`src/hdl/cbm_pkg.sv`:
```
`timescale 1ns / 1ps

package cbm_pkg;

    localparam int MODE_W      = 2;
    localparam int ADDR_W      = 16;
    localparam int BYTE_W      = 8;
    localparam int TARGET_W    = 3;
    localparam int MAP_ADDR_W  = 21;

    localparam int CFG_IDX_W   = 2;
    localparam int CFG_DATA_W  = 8;

    localparam int PRG_REGS    = 3;
    localparam int CHR_REGS    = 6;
    localparam int PRG_IDX_W   = $clog2(PRG_REGS);
    localparam int CHR_IDX_W   = $clog2(CHR_REGS);

    localparam int WRAM_DEPTH  = 256;
    localparam int WRAM_AW     = $clog2(WRAM_DEPTH);

    // access modes
    localparam logic [MODE_W-1:0] MODE_WRITE = 2'd0;
    localparam logic [MODE_W-1:0] MODE_READ  = 2'd1;
    localparam logic [MODE_W-1:0] MODE_PPU   = 2'd2;

    // result targets
    localparam logic [TARGET_W-1:0] TGT_NONE = 3'd0;
    localparam logic [TARGET_W-1:0] TGT_WRAM = 3'd1;
    localparam logic [TARGET_W-1:0] TGT_PRG  = 3'd2;
    localparam logic [TARGET_W-1:0] TGT_CHR  = 3'd3;
    localparam logic [TARGET_W-1:0] TGT_NT   = 3'd4;

    // configuration register indexes
    localparam logic [CFG_IDX_W-1:0] CFG_VARIANT  = 2'd0;
    localparam logic [CFG_IDX_W-1:0] CFG_PRG_MASK = 2'd1;
    localparam logic [CFG_IDX_W-1:0] CFG_CHR_MASK = 2'd2;

    // CPU register page and work RAM page
    localparam logic [11:0] REG_PAGE    = 12'h7EF;
    localparam logic [3:0]  REG_CHR_LAST = 4'h5;
    localparam logic [3:0]  REG_MIRROR  = 4'h6;
    localparam logic [3:0]  REG_PRG_FIRST = 4'hA;
    localparam logic [7:0]  WRAM_PAGE   = 8'h7F;

    typedef struct packed {
        logic                           variant;
        logic [BYTE_W-1:0]              prg_mask;
        logic [BYTE_W-1:0]              chr_mask;
        logic                           mirror;
        logic [PRG_REGS-1:0][BYTE_W-1:0] prg;
        logic [CHR_REGS-1:0][BYTE_W-1:0] chr;
    } bank_state_t;

endpackage

```
`src/hdl/cbm_if.sv`:
```
`timescale 1ns / 1ps

interface cbm_req_if;
    logic        valid;
    logic        ready;
    logic [1:0]  mode;
    logic [15:0] address;
    logic [7:0]  write_data;

    modport source (output valid, output mode, output address, output write_data,
                    input ready);
    modport sink   (input valid, input mode, input address, input write_data,
                    output ready);
endinterface

interface cbm_rsp_if;
    logic        valid;
    logic        ready;
    logic [2:0]  target;
    logic [20:0] mapped_address;
    logic [7:0]  read_data;

    modport source (output valid, output target, output mapped_address,
                    output read_data, input ready);
    modport sink   (input valid, input target, input mapped_address,
                    input read_data, output ready);
endinterface

```
`src/hdl/cbm_regs.sv`:
```
`timescale 1ns / 1ps

module cbm_regs (
    input  logic                                  clk,
    input  logic                                  rst_n,
    input  logic                                  cfg_we,
    input  logic [cbm_pkg::CFG_IDX_W-1:0]         cfg_index,
    input  logic [cbm_pkg::CFG_DATA_W-1:0]        cfg_data,
    input  logic                                  wr_en,
    input  logic [cbm_pkg::ADDR_W-1:0]            wr_addr,
    input  logic [cbm_pkg::BYTE_W-1:0]            wr_data,
    output cbm_pkg::bank_state_t                  state
);
    import cbm_pkg::*;

    bank_state_t state_reg;
    bank_state_t state_next;
    logic        reg_page;
    logic [3:0]  reg_sel;

    assign reg_page = (wr_addr[ADDR_W-1:4] == REG_PAGE);
    assign reg_sel  = wr_addr[3:0];

    always_comb
    begin
        state_next = state_reg;
        if (cfg_we)
        begin
            case (cfg_index)
                CFG_VARIANT:  state_next.variant  = cfg_data[0];
                CFG_PRG_MASK: state_next.prg_mask = cfg_data;
                CFG_CHR_MASK: state_next.chr_mask = cfg_data;
                default:      state_next = state_reg;
            endcase
        end
        if (wr_en && reg_page)
        begin
            if (reg_sel <= REG_CHR_LAST)
            begin
                state_next.chr[reg_sel[CHR_IDX_W-1:0]] = wr_data;
            end
            else if (reg_sel == REG_MIRROR)
            begin
                state_next.mirror = wr_data[0];
            end
            else if (reg_sel >= REG_PRG_FIRST)
            begin
                // address pairs A/B, C/D, E/F
                case (reg_sel[2:1])
                    2'b01:   state_next.prg[PRG_IDX_W'(0)] = wr_data;
                    2'b10:   state_next.prg[PRG_IDX_W'(1)] = wr_data;
                    2'b11:   state_next.prg[PRG_IDX_W'(2)] = wr_data;
                    default: state_next.prg[PRG_IDX_W'(0)] = state_reg.prg[PRG_IDX_W'(0)];
                endcase
            end
        end
    end

    always_ff @(posedge clk or negedge rst_n)
    begin
        if (!rst_n)
        begin
            state_reg <= '{variant: 1'b0, prg_mask: '1, chr_mask: '1, mirror: 1'b0,
                           prg: '0, chr: '0};
        end
        else
        begin
            state_reg <= state_next;
        end
    end

    assign state = state_reg;

endmodule

```
`src/hdl/cbm_wram.sv`:
```
`timescale 1ns / 1ps

module cbm_wram (
    input  logic                          clk,
    input  logic                          rst_n,
    input  logic                          wr_en,
    input  logic                          rd_en,
    input  logic [cbm_pkg::WRAM_AW-1:0]   addr,
    input  logic [cbm_pkg::BYTE_W-1:0]    wr_data,
    output logic [cbm_pkg::BYTE_W-1:0]    rd_data
);
    import cbm_pkg::*;

    logic [BYTE_W-1:0]     mem [WRAM_DEPTH];
    logic [WRAM_DEPTH-1:0] vld_reg;
    logic [BYTE_W-1:0]     q_reg;
    logic                  hit_reg;

    always_ff @(posedge clk)
    begin
        if (wr_en)
        begin
            mem[addr] <= wr_data;
        end
        if (rd_en)
        begin
            q_reg <= mem[addr];
        end
    end

    // an entry never written since reset reads as zero
    always_ff @(posedge clk or negedge rst_n)
    begin
        if (!rst_n)
        begin
            vld_reg <= '0;
            hit_reg <= 1'b0;
        end
        else
        begin
            if (wr_en)
            begin
                vld_reg[addr] <= 1'b1;
            end
            if (rd_en)
            begin
                hit_reg <= vld_reg[addr];
            end
        end
    end

    assign rd_data = hit_reg ? q_reg : '0;

endmodule

```
`src/hdl/cbm_map.sv`:
```
`timescale 1ns / 1ps

module cbm_map (
    input  logic [cbm_pkg::MODE_W-1:0]      mode,
    input  logic [cbm_pkg::ADDR_W-1:0]      address,
    input  cbm_pkg::bank_state_t            state,
    output logic [cbm_pkg::TARGET_W-1:0]    target,
    output logic [cbm_pkg::MAP_ADDR_W-1:0]  mapped_address,
    output logic                            wram_read
);
    import cbm_pkg::*;

    logic [BYTE_W-1:0] prg_bank;
    logic [BYTE_W-1:0] chr_reg;
    logic [BYTE_W-1:0] chr_bank;
    logic [BYTE_W-1:0] nt_reg;
    logic              nt_page;
    logic              wram_hit;

    assign wram_hit = (address[ADDR_W-1:8] == WRAM_PAGE) && !state.variant;

    always_comb
    begin
        case (address[14:13])
            2'd0:    prg_bank = state.prg[PRG_IDX_W'(0)] & state.prg_mask;
            2'd1:    prg_bank = state.prg[PRG_IDX_W'(1)] & state.prg_mask;
            2'd2:    prg_bank = state.prg[PRG_IDX_W'(2)] & state.prg_mask;
            default: prg_bank = state.prg_mask;
        endcase
    end

    always_comb
    begin
        chr_reg = state.chr[{{(CHR_IDX_W-1){1'b0}}, address[11]}];
        if (state.variant)
        begin
            chr_reg[7] = 1'b0;
        end
        if (!address[12])
        begin
            chr_bank = {chr_reg[7:1], address[10]} & state.chr_mask;
        end
        else
        begin
            chr_bank = state.chr[CHR_IDX_W'(2) + {1'b0, address[11:10]}] & state.chr_mask;
        end
    end

    always_comb
    begin
        nt_reg = state.chr[{{(CHR_IDX_W-1){1'b0}}, address[11]}];
        if (state.variant)
        begin
            nt_page = nt_reg[7];
        end
        else if (state.mirror)
        begin
            nt_page = address[10];
        end
        else
        begin
            nt_page = address[11];
        end
    end

    always_comb
    begin
        target         = TGT_NONE;
        mapped_address = '0;
        wram_read      = 1'b0;
        case (mode)
            MODE_READ:
            begin
                if (address[15])
                begin
                    target         = TGT_PRG;
                    mapped_address = {prg_bank, address[12:0]};
                end
                else if (wram_hit)
                begin
                    target    = TGT_WRAM;
                    wram_read = 1'b1;
                end
            end
            MODE_PPU:
            begin
                if (!address[13])
                begin
                    target         = TGT_CHR;
                    mapped_address = {3'b000, chr_bank, address[9:0]};
                end
                else
                begin
                    target         = TGT_NT;
                    mapped_address = {10'd0, nt_page, address[9:0]};
                end
            end
            default:
            begin
                target = TGT_NONE;
            end
        endcase
    end

endmodule

```
`src/hdl/cartridge_bank_mapper_x1_005_top.sv`:
```
`timescale 1ns / 1ps
// Channel  Direction  Transaction carries
// req      in         mode, address, write_data
// rsp      out        target, mapped_address, read_data
// cfg_*    in         write of variant / prg_bank_mask / chr_bank_mask
//
// One transaction per cycle while rsp is not stalled; a result passes through the middle
// stage and the output register after accept. The work RAM read port is registered: the
// RAM byte lands in the cycle after accept and is joined with the translation held in the middle stage.
// Reset clears the bank registers, sets both masks to all ones and clears the
// 256 work RAM valid bits at once.
// A stalled rsp holds both stages; req.ready drops only when both are full and
// rsp is stalled.
module cartridge_bank_mapper_x1_005_top (
    input  logic                               clk,
    input  logic                               rst_n,
    cbm_req_if.sink                            req,
    cbm_rsp_if.source                          rsp,
    input  logic                               cfg_we,
    input  logic [cbm_pkg::CFG_IDX_W-1:0]      cfg_index,
    input  logic [cbm_pkg::CFG_DATA_W-1:0]     cfg_data
);
    import cbm_pkg::*;

    bank_state_t             state;
    logic                    accept;
    logic                    move;
    logic                    out_free;
    logic                    is_write;
    logic                    wram_wr;
    logic [TARGET_W-1:0]     map_target;
    logic [MAP_ADDR_W-1:0]   map_addr;
    logic                    map_wram;
    logic [BYTE_W-1:0]       wram_data;

    logic                    s1_vld_reg;
    logic                    s1_vld_next;
    logic [TARGET_W-1:0]     s1_target_reg;
    logic [MAP_ADDR_W-1:0]   s1_addr_reg;
    logic                    s1_wram_reg;

    logic                    out_vld_reg;
    logic                    out_vld_next;
    logic [TARGET_W-1:0]     out_target_reg;
    logic [MAP_ADDR_W-1:0]   out_addr_reg;
    logic [BYTE_W-1:0]       out_data_reg;

    assign out_free  = !out_vld_reg || rsp.ready;
    assign move      = s1_vld_reg && out_free;
    assign req.ready = !s1_vld_reg || move;
    assign accept    = req.valid && req.ready;

    assign is_write = accept && (req.mode == MODE_WRITE);
    assign wram_wr  = is_write && (req.address[ADDR_W-1:8] == WRAM_PAGE) && !state.variant;

    cbm_regs u_regs (
        .clk       (clk),
        .rst_n     (rst_n),
        .cfg_we    (cfg_we),
        .cfg_index (cfg_index),
        .cfg_data  (cfg_data),
        .wr_en     (is_write),
        .wr_addr   (req.address),
        .wr_data   (req.write_data),
        .state     (state)
    );

    cbm_wram u_wram (
        .clk     (clk),
        .rst_n   (rst_n),
        .wr_en   (wram_wr),
        .rd_en   (accept),
        .addr    (req.address[WRAM_AW-1:0]),
        .wr_data (req.write_data),
        .rd_data (wram_data)
    );

    cbm_map u_map (
        .mode           (req.mode),
        .address        (req.address),
        .state          (state),
        .target         (map_target),
        .mapped_address (map_addr),
        .wram_read      (map_wram)
    );

    assign s1_vld_next  = accept ? 1'b1 : (move ? 1'b0 : s1_vld_reg);
    assign out_vld_next = move ? 1'b1 : (rsp.ready ? 1'b0 : out_vld_reg);

    always_ff @(posedge clk or negedge rst_n)
    begin
        if (!rst_n)
        begin
            s1_vld_reg  <= 1'b0;
            out_vld_reg <= 1'b0;
        end
        else
        begin
            s1_vld_reg  <= s1_vld_next;
            out_vld_reg <= out_vld_next;
        end
    end

    always_ff @(posedge clk)
    begin
        if (accept)
        begin
            s1_target_reg <= map_target;
            s1_addr_reg   <= map_addr;
            s1_wram_reg   <= map_wram;
        end
        if (move)
        begin
            out_target_reg <= s1_target_reg;
            out_addr_reg   <= s1_addr_reg;
            out_data_reg   <= s1_wram_reg ? wram_data : '0;
        end
    end

    assign rsp.valid          = out_vld_reg;
    assign rsp.target         = out_target_reg;
    assign rsp.mapped_address = out_addr_reg;
    assign rsp.read_data      = out_data_reg;

endmodule

```
`src/flat_wrapper.sv`:
```
// flat-port wrapper written by rule: the top's interface ports become plain ports
module cartridge_bank_mapper_x1_005_top_flat import cbm_pkg::*;
  (clk, rst_n, cfg_we, cfg_index, cfg_data, req_valid, req_mode, req_address, req_write_data, req_ready, rsp_valid, rsp_target, rsp_mapped_address, rsp_read_data, rsp_ready);
  cbm_req_if req_i ();
  cbm_rsp_if rsp_i ();
  input  logic clk;
  input  logic rst_n;
  input  logic cfg_we;
  input  logic [cbm_pkg::CFG_IDX_W-1:0] cfg_index;
  input  logic [cbm_pkg::CFG_DATA_W-1:0] cfg_data;
  input wire logic [$bits(req_i.valid)-1:0] req_valid;
  input wire logic [$bits(req_i.mode)-1:0] req_mode;
  input wire logic [$bits(req_i.address)-1:0] req_address;
  input wire logic [$bits(req_i.write_data)-1:0] req_write_data;
  output wire logic [$bits(req_i.ready)-1:0] req_ready;
  output wire logic [$bits(rsp_i.valid)-1:0] rsp_valid;
  output wire logic [$bits(rsp_i.target)-1:0] rsp_target;
  output wire logic [$bits(rsp_i.mapped_address)-1:0] rsp_mapped_address;
  output wire logic [$bits(rsp_i.read_data)-1:0] rsp_read_data;
  input wire logic [$bits(rsp_i.ready)-1:0] rsp_ready;
  assign req_i.valid = req_valid;
  assign req_i.mode = req_mode;
  assign req_i.address = req_address;
  assign req_i.write_data = req_write_data;
  assign req_ready = req_i.ready;
  assign rsp_valid = rsp_i.valid;
  assign rsp_target = rsp_i.target;
  assign rsp_mapped_address = rsp_i.mapped_address;
  assign rsp_read_data = rsp_i.read_data;
  assign rsp_i.ready = rsp_ready;
  cartridge_bank_mapper_x1_005_top u_core (.clk(clk), .rst_n(rst_n), .req(req_i), .rsp(rsp_i), .cfg_we(cfg_we), .cfg_index(cfg_index), .cfg_data(cfg_data));
endmodule
```
`config.mk`:
```
export PLATFORM = sky130hd
export DESIGN_NAME = cartridge_bank_mapper_x1_005_top_flat
export DESIGN_NICKNAME = d
export VERILOG_FILES = /design/src/hdl/cbm_pkg.sv /design/src/hdl/cbm_if.sv /design/src/hdl/cbm_regs.sv /design/src/hdl/cbm_wram.sv /design/src/hdl/cbm_map.sv /design/src/hdl/cartridge_bank_mapper_x1_005_top.sv /design/src/flat_wrapper.sv
export SDC_FILE = /design/constraint.sdc
export NUM_CORES = 2
export LEC_CHECK = 0
export ABC_AREA = 1
export BUFFER_PORTS_ARGS = -buffer_cell sky130_fd_sc_hd__buf_2
export CAP_MARGIN = 20
export CORE_AREA = 10 10 498 500
export CTS_CLUSTER_SIZE = 25
export DETAILED_ROUTE_END_ITERATION = 8
export DIE_AREA = 0 0 508 510
export RECOVER_POWER = 100
export SLEW_MARGIN = 40
export SYNTH_ARGS = -nofsm -noshare
export SYNTH_HDL_FRONTEND = slang
export SYNTH_SLANG_ARGS = --single-unit
```
`constraint.sdc`:
```
create_clock -name clk -period 4.2 [get_ports clk]
set_input_delay 0.21 -clock clk [delete_from_list [all_inputs] [get_ports clk]]
set_output_delay 0.21 -clock clk [all_outputs]
set_load 0.1 [all_outputs]
```
### Yosys cells after proc, flatten, opt, wreduce, memory -nomap -nowiden

Memories as Yosys holds them, arrays and structs flattened. A register that Yosys moved wholly into a read port is not among the register bits.
Cells that the tools add are included.

| storage, ports and cells | value |
|---|---|
| memory bits (writable) | 2048 |
| bits in registers | 398 |
| input bits | 41 |
| word-level logic and storage cells | 116 |
| memories | 1 |
| output and inout port bits | 34 |

Memory list:

| name | depth | width | read ports | clocked after memory_dff | write ports | line | RTL |
|---|---|---|---|---|---|---|---|
| u_core.u_wram.mem | 256 | 8 | 1 | 1 | 1 | cbm_wram.sv:14 | `logic [BYTE_W-1:0] mem [WRAM_DEPTH];` |

| cells by class | value |
|---|---|
| equal/unequal tests | 13 |
| reduce and logical (&&, ||, !) cells | 25 |
| bitwise logic cells | 6 |
| order comparisons | 8 |
| mux-type cells | 40 |
| add/subtract/negate cells | 1 |

Operators with widths:

| cell | number |
|---|---|
| $or 256x256->256 | 1 |
| $mux 64 | 1 |
| $bwmux 48 | 1 |
| $mux 16 | 3 |
| $mux 48 | 1 |
| $mux 8 | 6 |
| $pmux 21 s2 | 1 |
| $and 8x8->8 | 4 |
| $bmux 8 s3 | 1 |
| $demux 8 s3 | 1 |
| $pmux 8 s3 | 1 |
| $mux 21 | 1 |
| $mux 18 | 1 |
| $mux 1 | 16 |
| $pmux 8 s2 | 1 |
| $eq 12x11->1 const B | 1 |
| $eq 2x2->1 const B | 5 |
| $logic_and 1x1->1 | 9 |
| $lt 8x9->1 const B | 1 |
| $bmux 1 s8 | 1 |
| $demux 1 s8 | 1 |
| $eq 2x1->1 const B | 4 |
| $eq 8x7->1 const B | 1 |
| $ge 8x1->1 const B | 1 |
| 18 further kinds | 29 |

### Depth between registers and ports, before layout

| depth | value |
|---|---|
| depth in word-level cells | 10 |
| depth in mapped cells | 17 |
| mapped depth without buffers | 15 |

### Cells and area by module

From an unflattened synthesis, not the netlist that was laid out.

| unflattened totals | value |
|---|---|
| cells, all modules | 7246 |
| area, all modules | 95818.1 um^2 |

Modules (own cells, without submodules):

| module | sequential area each (um^2) | instances | area an instance (um^2) | cells an instance |
|---|---|---|---|---|
| cbm_wram | 68170.4 | 1 | 89113.0 | 6532 |
| cbm_regs | 2072.0 | 1 | 3707.3 | 409 |
| cartridge_bank_mapper_x1_005_top | 1761.7 | 1 | 1926.8 | 98 |
| cbm_map | 0.0 | 1 | 1071.0 | 207 |

### Worst setup path after synthesis

Ideal clock, no wire load.

| timing | value |
|---|---|
| kind | reg-to-reg |
| start | register u_core.out_vld_reg (netlist: u_core.rsp.valid) |
| end | memory u_core.u_wram.mem[15][0], enable pin |
| period minus slack after synthesis | 4.467 ns |
| data required time | 3.830 ns |
| path buffers | 3 |
| path slack | -0.267 ns |
| library setup time | 0.370 ns |
| cell stages (with the launch flop) | 11 |
| arrival time | 4.096 ns |
| cells stage by stage | dfrtp_1 > nand3_1 > nand2_1 > inv_1 > nand2_1 > nor2_4 > buf_6 > nand2_2 > buf_6 > buf_6 > nor2_1 |

| between the ends | value |
|---|---|
| cells in the longest elaborated chain, start to end | 10 |

Ends and longest elaborated chain:

| element | line | RTL |
|---|---|---|
| start, declared | cartridge_bank_mapper_x1_005_top.sv:42 | `logic out_vld_reg;` |
| start signal, assigned | cartridge_bank_mapper_x1_005_top.sv:100 | `out_vld_reg <= out_vld_next;` |
| $logic_not 1->1 | cartridge_bank_mapper_x1_005_top.sv:48 | `assign out_free = !out_vld_reg \|\| rsp.ready;` |
| $logic_or 1x1->1 | cartridge_bank_mapper_x1_005_top.sv:48 |  |
| $logic_and 1x1->1 | cartridge_bank_mapper_x1_005_top.sv:49 | `assign move = s1_vld_reg && out_free;` |
| $logic_or 1x1->1 | cartridge_bank_mapper_x1_005_top.sv:50 | `assign req.ready = !s1_vld_reg \|\| move;` |
| net req_ready | flat_wrapper.sv:15 | `output wire logic [$bits(req_i.ready)-1:0] req_ready;` |
| $logic_and 1x1->1 | cartridge_bank_mapper_x1_005_top.sv:51 | `assign accept = req.valid && req.ready;` |
| net u_core.accept | cartridge_bank_mapper_x1_005_top.sv:26 | `logic accept;` |
| $logic_and 1x1->1 | cartridge_bank_mapper_x1_005_top.sv:53 | `assign is_write = accept && (req.mode == MODE_WRITE);` |
| $logic_and 1x1->1 (2 in series) | cartridge_bank_mapper_x1_005_top.sv:54 | `assign wram_wr = is_write && (req.address[ADDR_W-1:8] == WRAM_PAGE) && !state.variant;` |
| $mux 1 | cbm_wram.sv:21 | `if (wr_en)` |
| $mux 1 (not written as such) | cbm_wram.sv:23 | `mem[addr] <= wr_data;` |
| end, declared | cbm_wram.sv:14 |  |

The timed path passes the listed nets, and every way through them passes these cells.

==> metrics.cfg <==
[floorplanning]
num_rows=179
die_area_um2=259000
initial_core_util_pct=39.9
die_w_um=508
coreArea_um2=237000
ioPinCount=75
die_y_um=510

[clock_tree]
cts_tree=built
cts-root-buf=clkbuf_16
htree_levels=4
ctsLongestPathBuffers=3
numClockSinks=2452
insertion_delay_ns=0.89
cts_buffers=236
clk_pin_slew_ns=0.06

[pwr]
switchingPower_mw=11.7
pwr-share-seq_pct=52.6
internal-power_mw=39.0
cellPowerDensity_nw_per_um2=467
p_comb_share_pct=6.0
power_frac_clock_pct=41.4
p_leak_nw=39.0
peakVddDrop_mv=0.476
swShare_pct=23.0

[setup_path]
slowest_stage=clkbuf_1
r2r_cells=9
worstPathRequired_ns=4.95
r2r-start=u_core.rsp.valid
crit_family=buffers and inverters
cp.buffers_inverters=5
crit_chain=dlygate4sd3_1, clkbuf_1, inv_1, nor2_1, buf_12, clkbuf_1, nand2_1, nand3_1, nor2_1, nor2_1, nor2_1, nand2_1, nor2_1, nand3_1
crit_cells=14
critPathKind=primary input to register
end_kind=register
critPathMaxFanout=54
reg2reg_to=u_core.u_wram.mem[77][7]
critPathMostFrequentCell=nor2_1
crit_end=u_core.u_wram.q_reg[3]
max_stage_delay_ns=0.81
crit_start=req_address[3]
critical_path_arrival_ns=4.54
worst-r2r-setup-slack_ns=0.88
crit_path_start_kind=primary input

[sta]
max_slew_margin_pct=-163
tightestPinTransition_ns=3.94
setup_viol=0
slew_violations=950
max_freq_mhz=264
period_needed_ns=3.79
final.setup.tns_ns=0
timing.final.crit_share_pct=90.3
finClkSkew_ns=0.0602
hold_viol=0
grt_setup_unrepaired=false
finalHoldWorstSlack_ns=0.0162

[worst_hold_path]
hold_class=primary input to register

[detailed_routing]
ant_nets=0
first_iter_violations=6849
wl_mm=279
drc_errors=0
drt-wirelength-per-cell_um=26.1
vias=60520
dr.pass1.iters=6
drt-vias-per-instance=5.65

[global_routing]
gr-total-overflow=0
grt_pass1_vias=59234
antenna_found_initial=11
grt.total_usage_pct=20.9
grt_max_degree=114
grt_pass1_wl_mm=406

[synthesis]
syn_nets=7071
yosysUniqueCellTypes=43
synth_area_um2=94800
synthCells=7027
ys_seq_elements=2452
yosysWarningCount=0
synth-main-ff-cell=edfxtp_1
synth_edf_count=2113
ys_seq_area_share_pct=75.9
synth_async_sr_flop_share_pct=13.8
avgSynthCellArea_um2=13.5

[place]
hpwlAfterDp_mm=170
gp_congestion=0.864
place.port_buffers=74

[finish]
final_common_cell=edfxtp_1
most-common-layout-cells=edfxtp_1, nand2_1, a22oi_1
area_growth_syn_to_layout_pct=14.3
final_net_count=7379
post-route-util_pct=45.7
drive_gt1_share_pct=10.1
largest_register_ffs=2048

[outcome]
violations=capacitance limit, slew limit
status=complete, but fails checks

[run]
drv_cap=16

## worst reg2reg max path, stage by stage, from the launching register on
cell and delay, ns:
dfrtp_1 0.41, nand3_1 0.15, nand2_1 0.17, inv_1 0.14, nand2_1 0.25, nor2_4 0.29, buf_4 0.29, nand2_1 0.26
buf_4 0.28, nor2_1 0.73
## kinds of logic (layout without fill, tap and decap cells)
| kind of cell | after synthesis | count (layout) | synth area share, % |
|---|---|---|---|
| compound gates | 1494 | 1494 | 10.8 |
| fa+ha+maj | 3 | 3 | 0.0396 |
| buf+inv | 598 | 1112 | 2.66 |
| flops | 2452 | 2452 | 75.9 |
| mux | 1 | 1 | 0.0106 |
| other cells | 0 | 4 | 0 |
| simple gates | 2479 | 2479 | 10.6 |
## layer usage
| layer | routed length [um] | track usage (%) | up-vias |
|---|---|---|---|
| met5 | 42 | 0 | - |
| met4 | 8980 | 6.70 | 8 |
| met3 | 24500 | 4.01 | 456 |
| met2 | 129000 | 32.8 | 2908 |
| met1 | 117000 | 29.4 | 30789 |
| li1 | - | - | 26359 |
## cells in the mapped netlist (80+ instances only)
| cell | instances | area share [%] |
|---|---|---|
| edfxtp_1 | 2113 | 67 |
| nand2_1 | 1764 | 7.0 |
| a22oi_1 | 990 | 7.8 |
| nor2_1 | 395 | 1.6 |
| dfrtp_1 | 323 | 8.5 |
| o21ai_0 | 322 | 1.7 |
| clkbuf_1 | 199 | 0.79 |
| inv_1 | 163 | 0.65 |
| buf_2 | 159 | 0.84 |
| a21oi_1 | 82 | 0.43 |
| or2_2 | 82 | 0.54 |
| nand4_1 | 80 | 0.53 |
## worst min path at each step
stage | from | to | slack (ns) | cells after the start
2_1_floorplan | rst_n | u_core.rsp.valid | -0.09 | 0
3_3_place_gp | rst_n | u_core.u_wram.vld_reg[227] | 0.21 | 1
3_5_place_dp | rst_n | u_core.u_wram.vld_reg[226] | 0.20 | 1
4_1_cts | req_write_data[1] | u_core.u_wram.mem[70][1] | 0.002 | 1
5_1_grt | req_write_data[3] | u_core.u_wram.mem[186][3] | 0.04 | 1
6_report | req_write_data[3] | u_core.u_wram.mem[186][3] | 0.02 | 1
## timing repair
| item | 4_1_cts | 5_1_grt |
|---|---|---|
| resized for setup | 0 | 0 |
| hold buffers | 44 | 2 |
| buffers inserted | 0 | 0 |
| hold endpoints to repair | 552 | 59 |
## power by group through the flow
stage	logic (mW)	registers [mW]	clock network [mW]
finish	3.03	26.7	21.0
global route	3.22	26.7	22.2
CTS	3.05	26.6	21.2
detailed placement	3.00	27.1	0
global placement	2.96	27.1	0
floorplan	1.23	27.4	0
## cell type report
| type | count | area (um2) |
|---|---|---|
| fill | 21172 | 129000 |
| sequential | 2452 | 72000 |
| multi-input combinational | 3977 | 20300 |
| clock buffer | 305 | 6290 |
| tap | 3167 | 3960 |
| timing repair buffer | 496 | 3860 |
| clock inverter | 139 | 1370 |
| inverter | 172 | 658 |
| antenna | 4 | 10.0 |
## through the flow
stage          instance area (um2)  std cells  power (mW)  setup slack, ns
6_report                    108000      10712        50.7            0.406
5_1_grt                     108000      10710        52.1            0.439
4_1_cts                     109000      10704        50.9             1.02
3_5_place_dp                101000      10216        30.1            0.436
3_3_place_gp                101000      10213        30.1            0.462
2_1_floorplan                94800       7027        28.6            0.144
No activity file was read; power rests on OpenSTA's default activity.
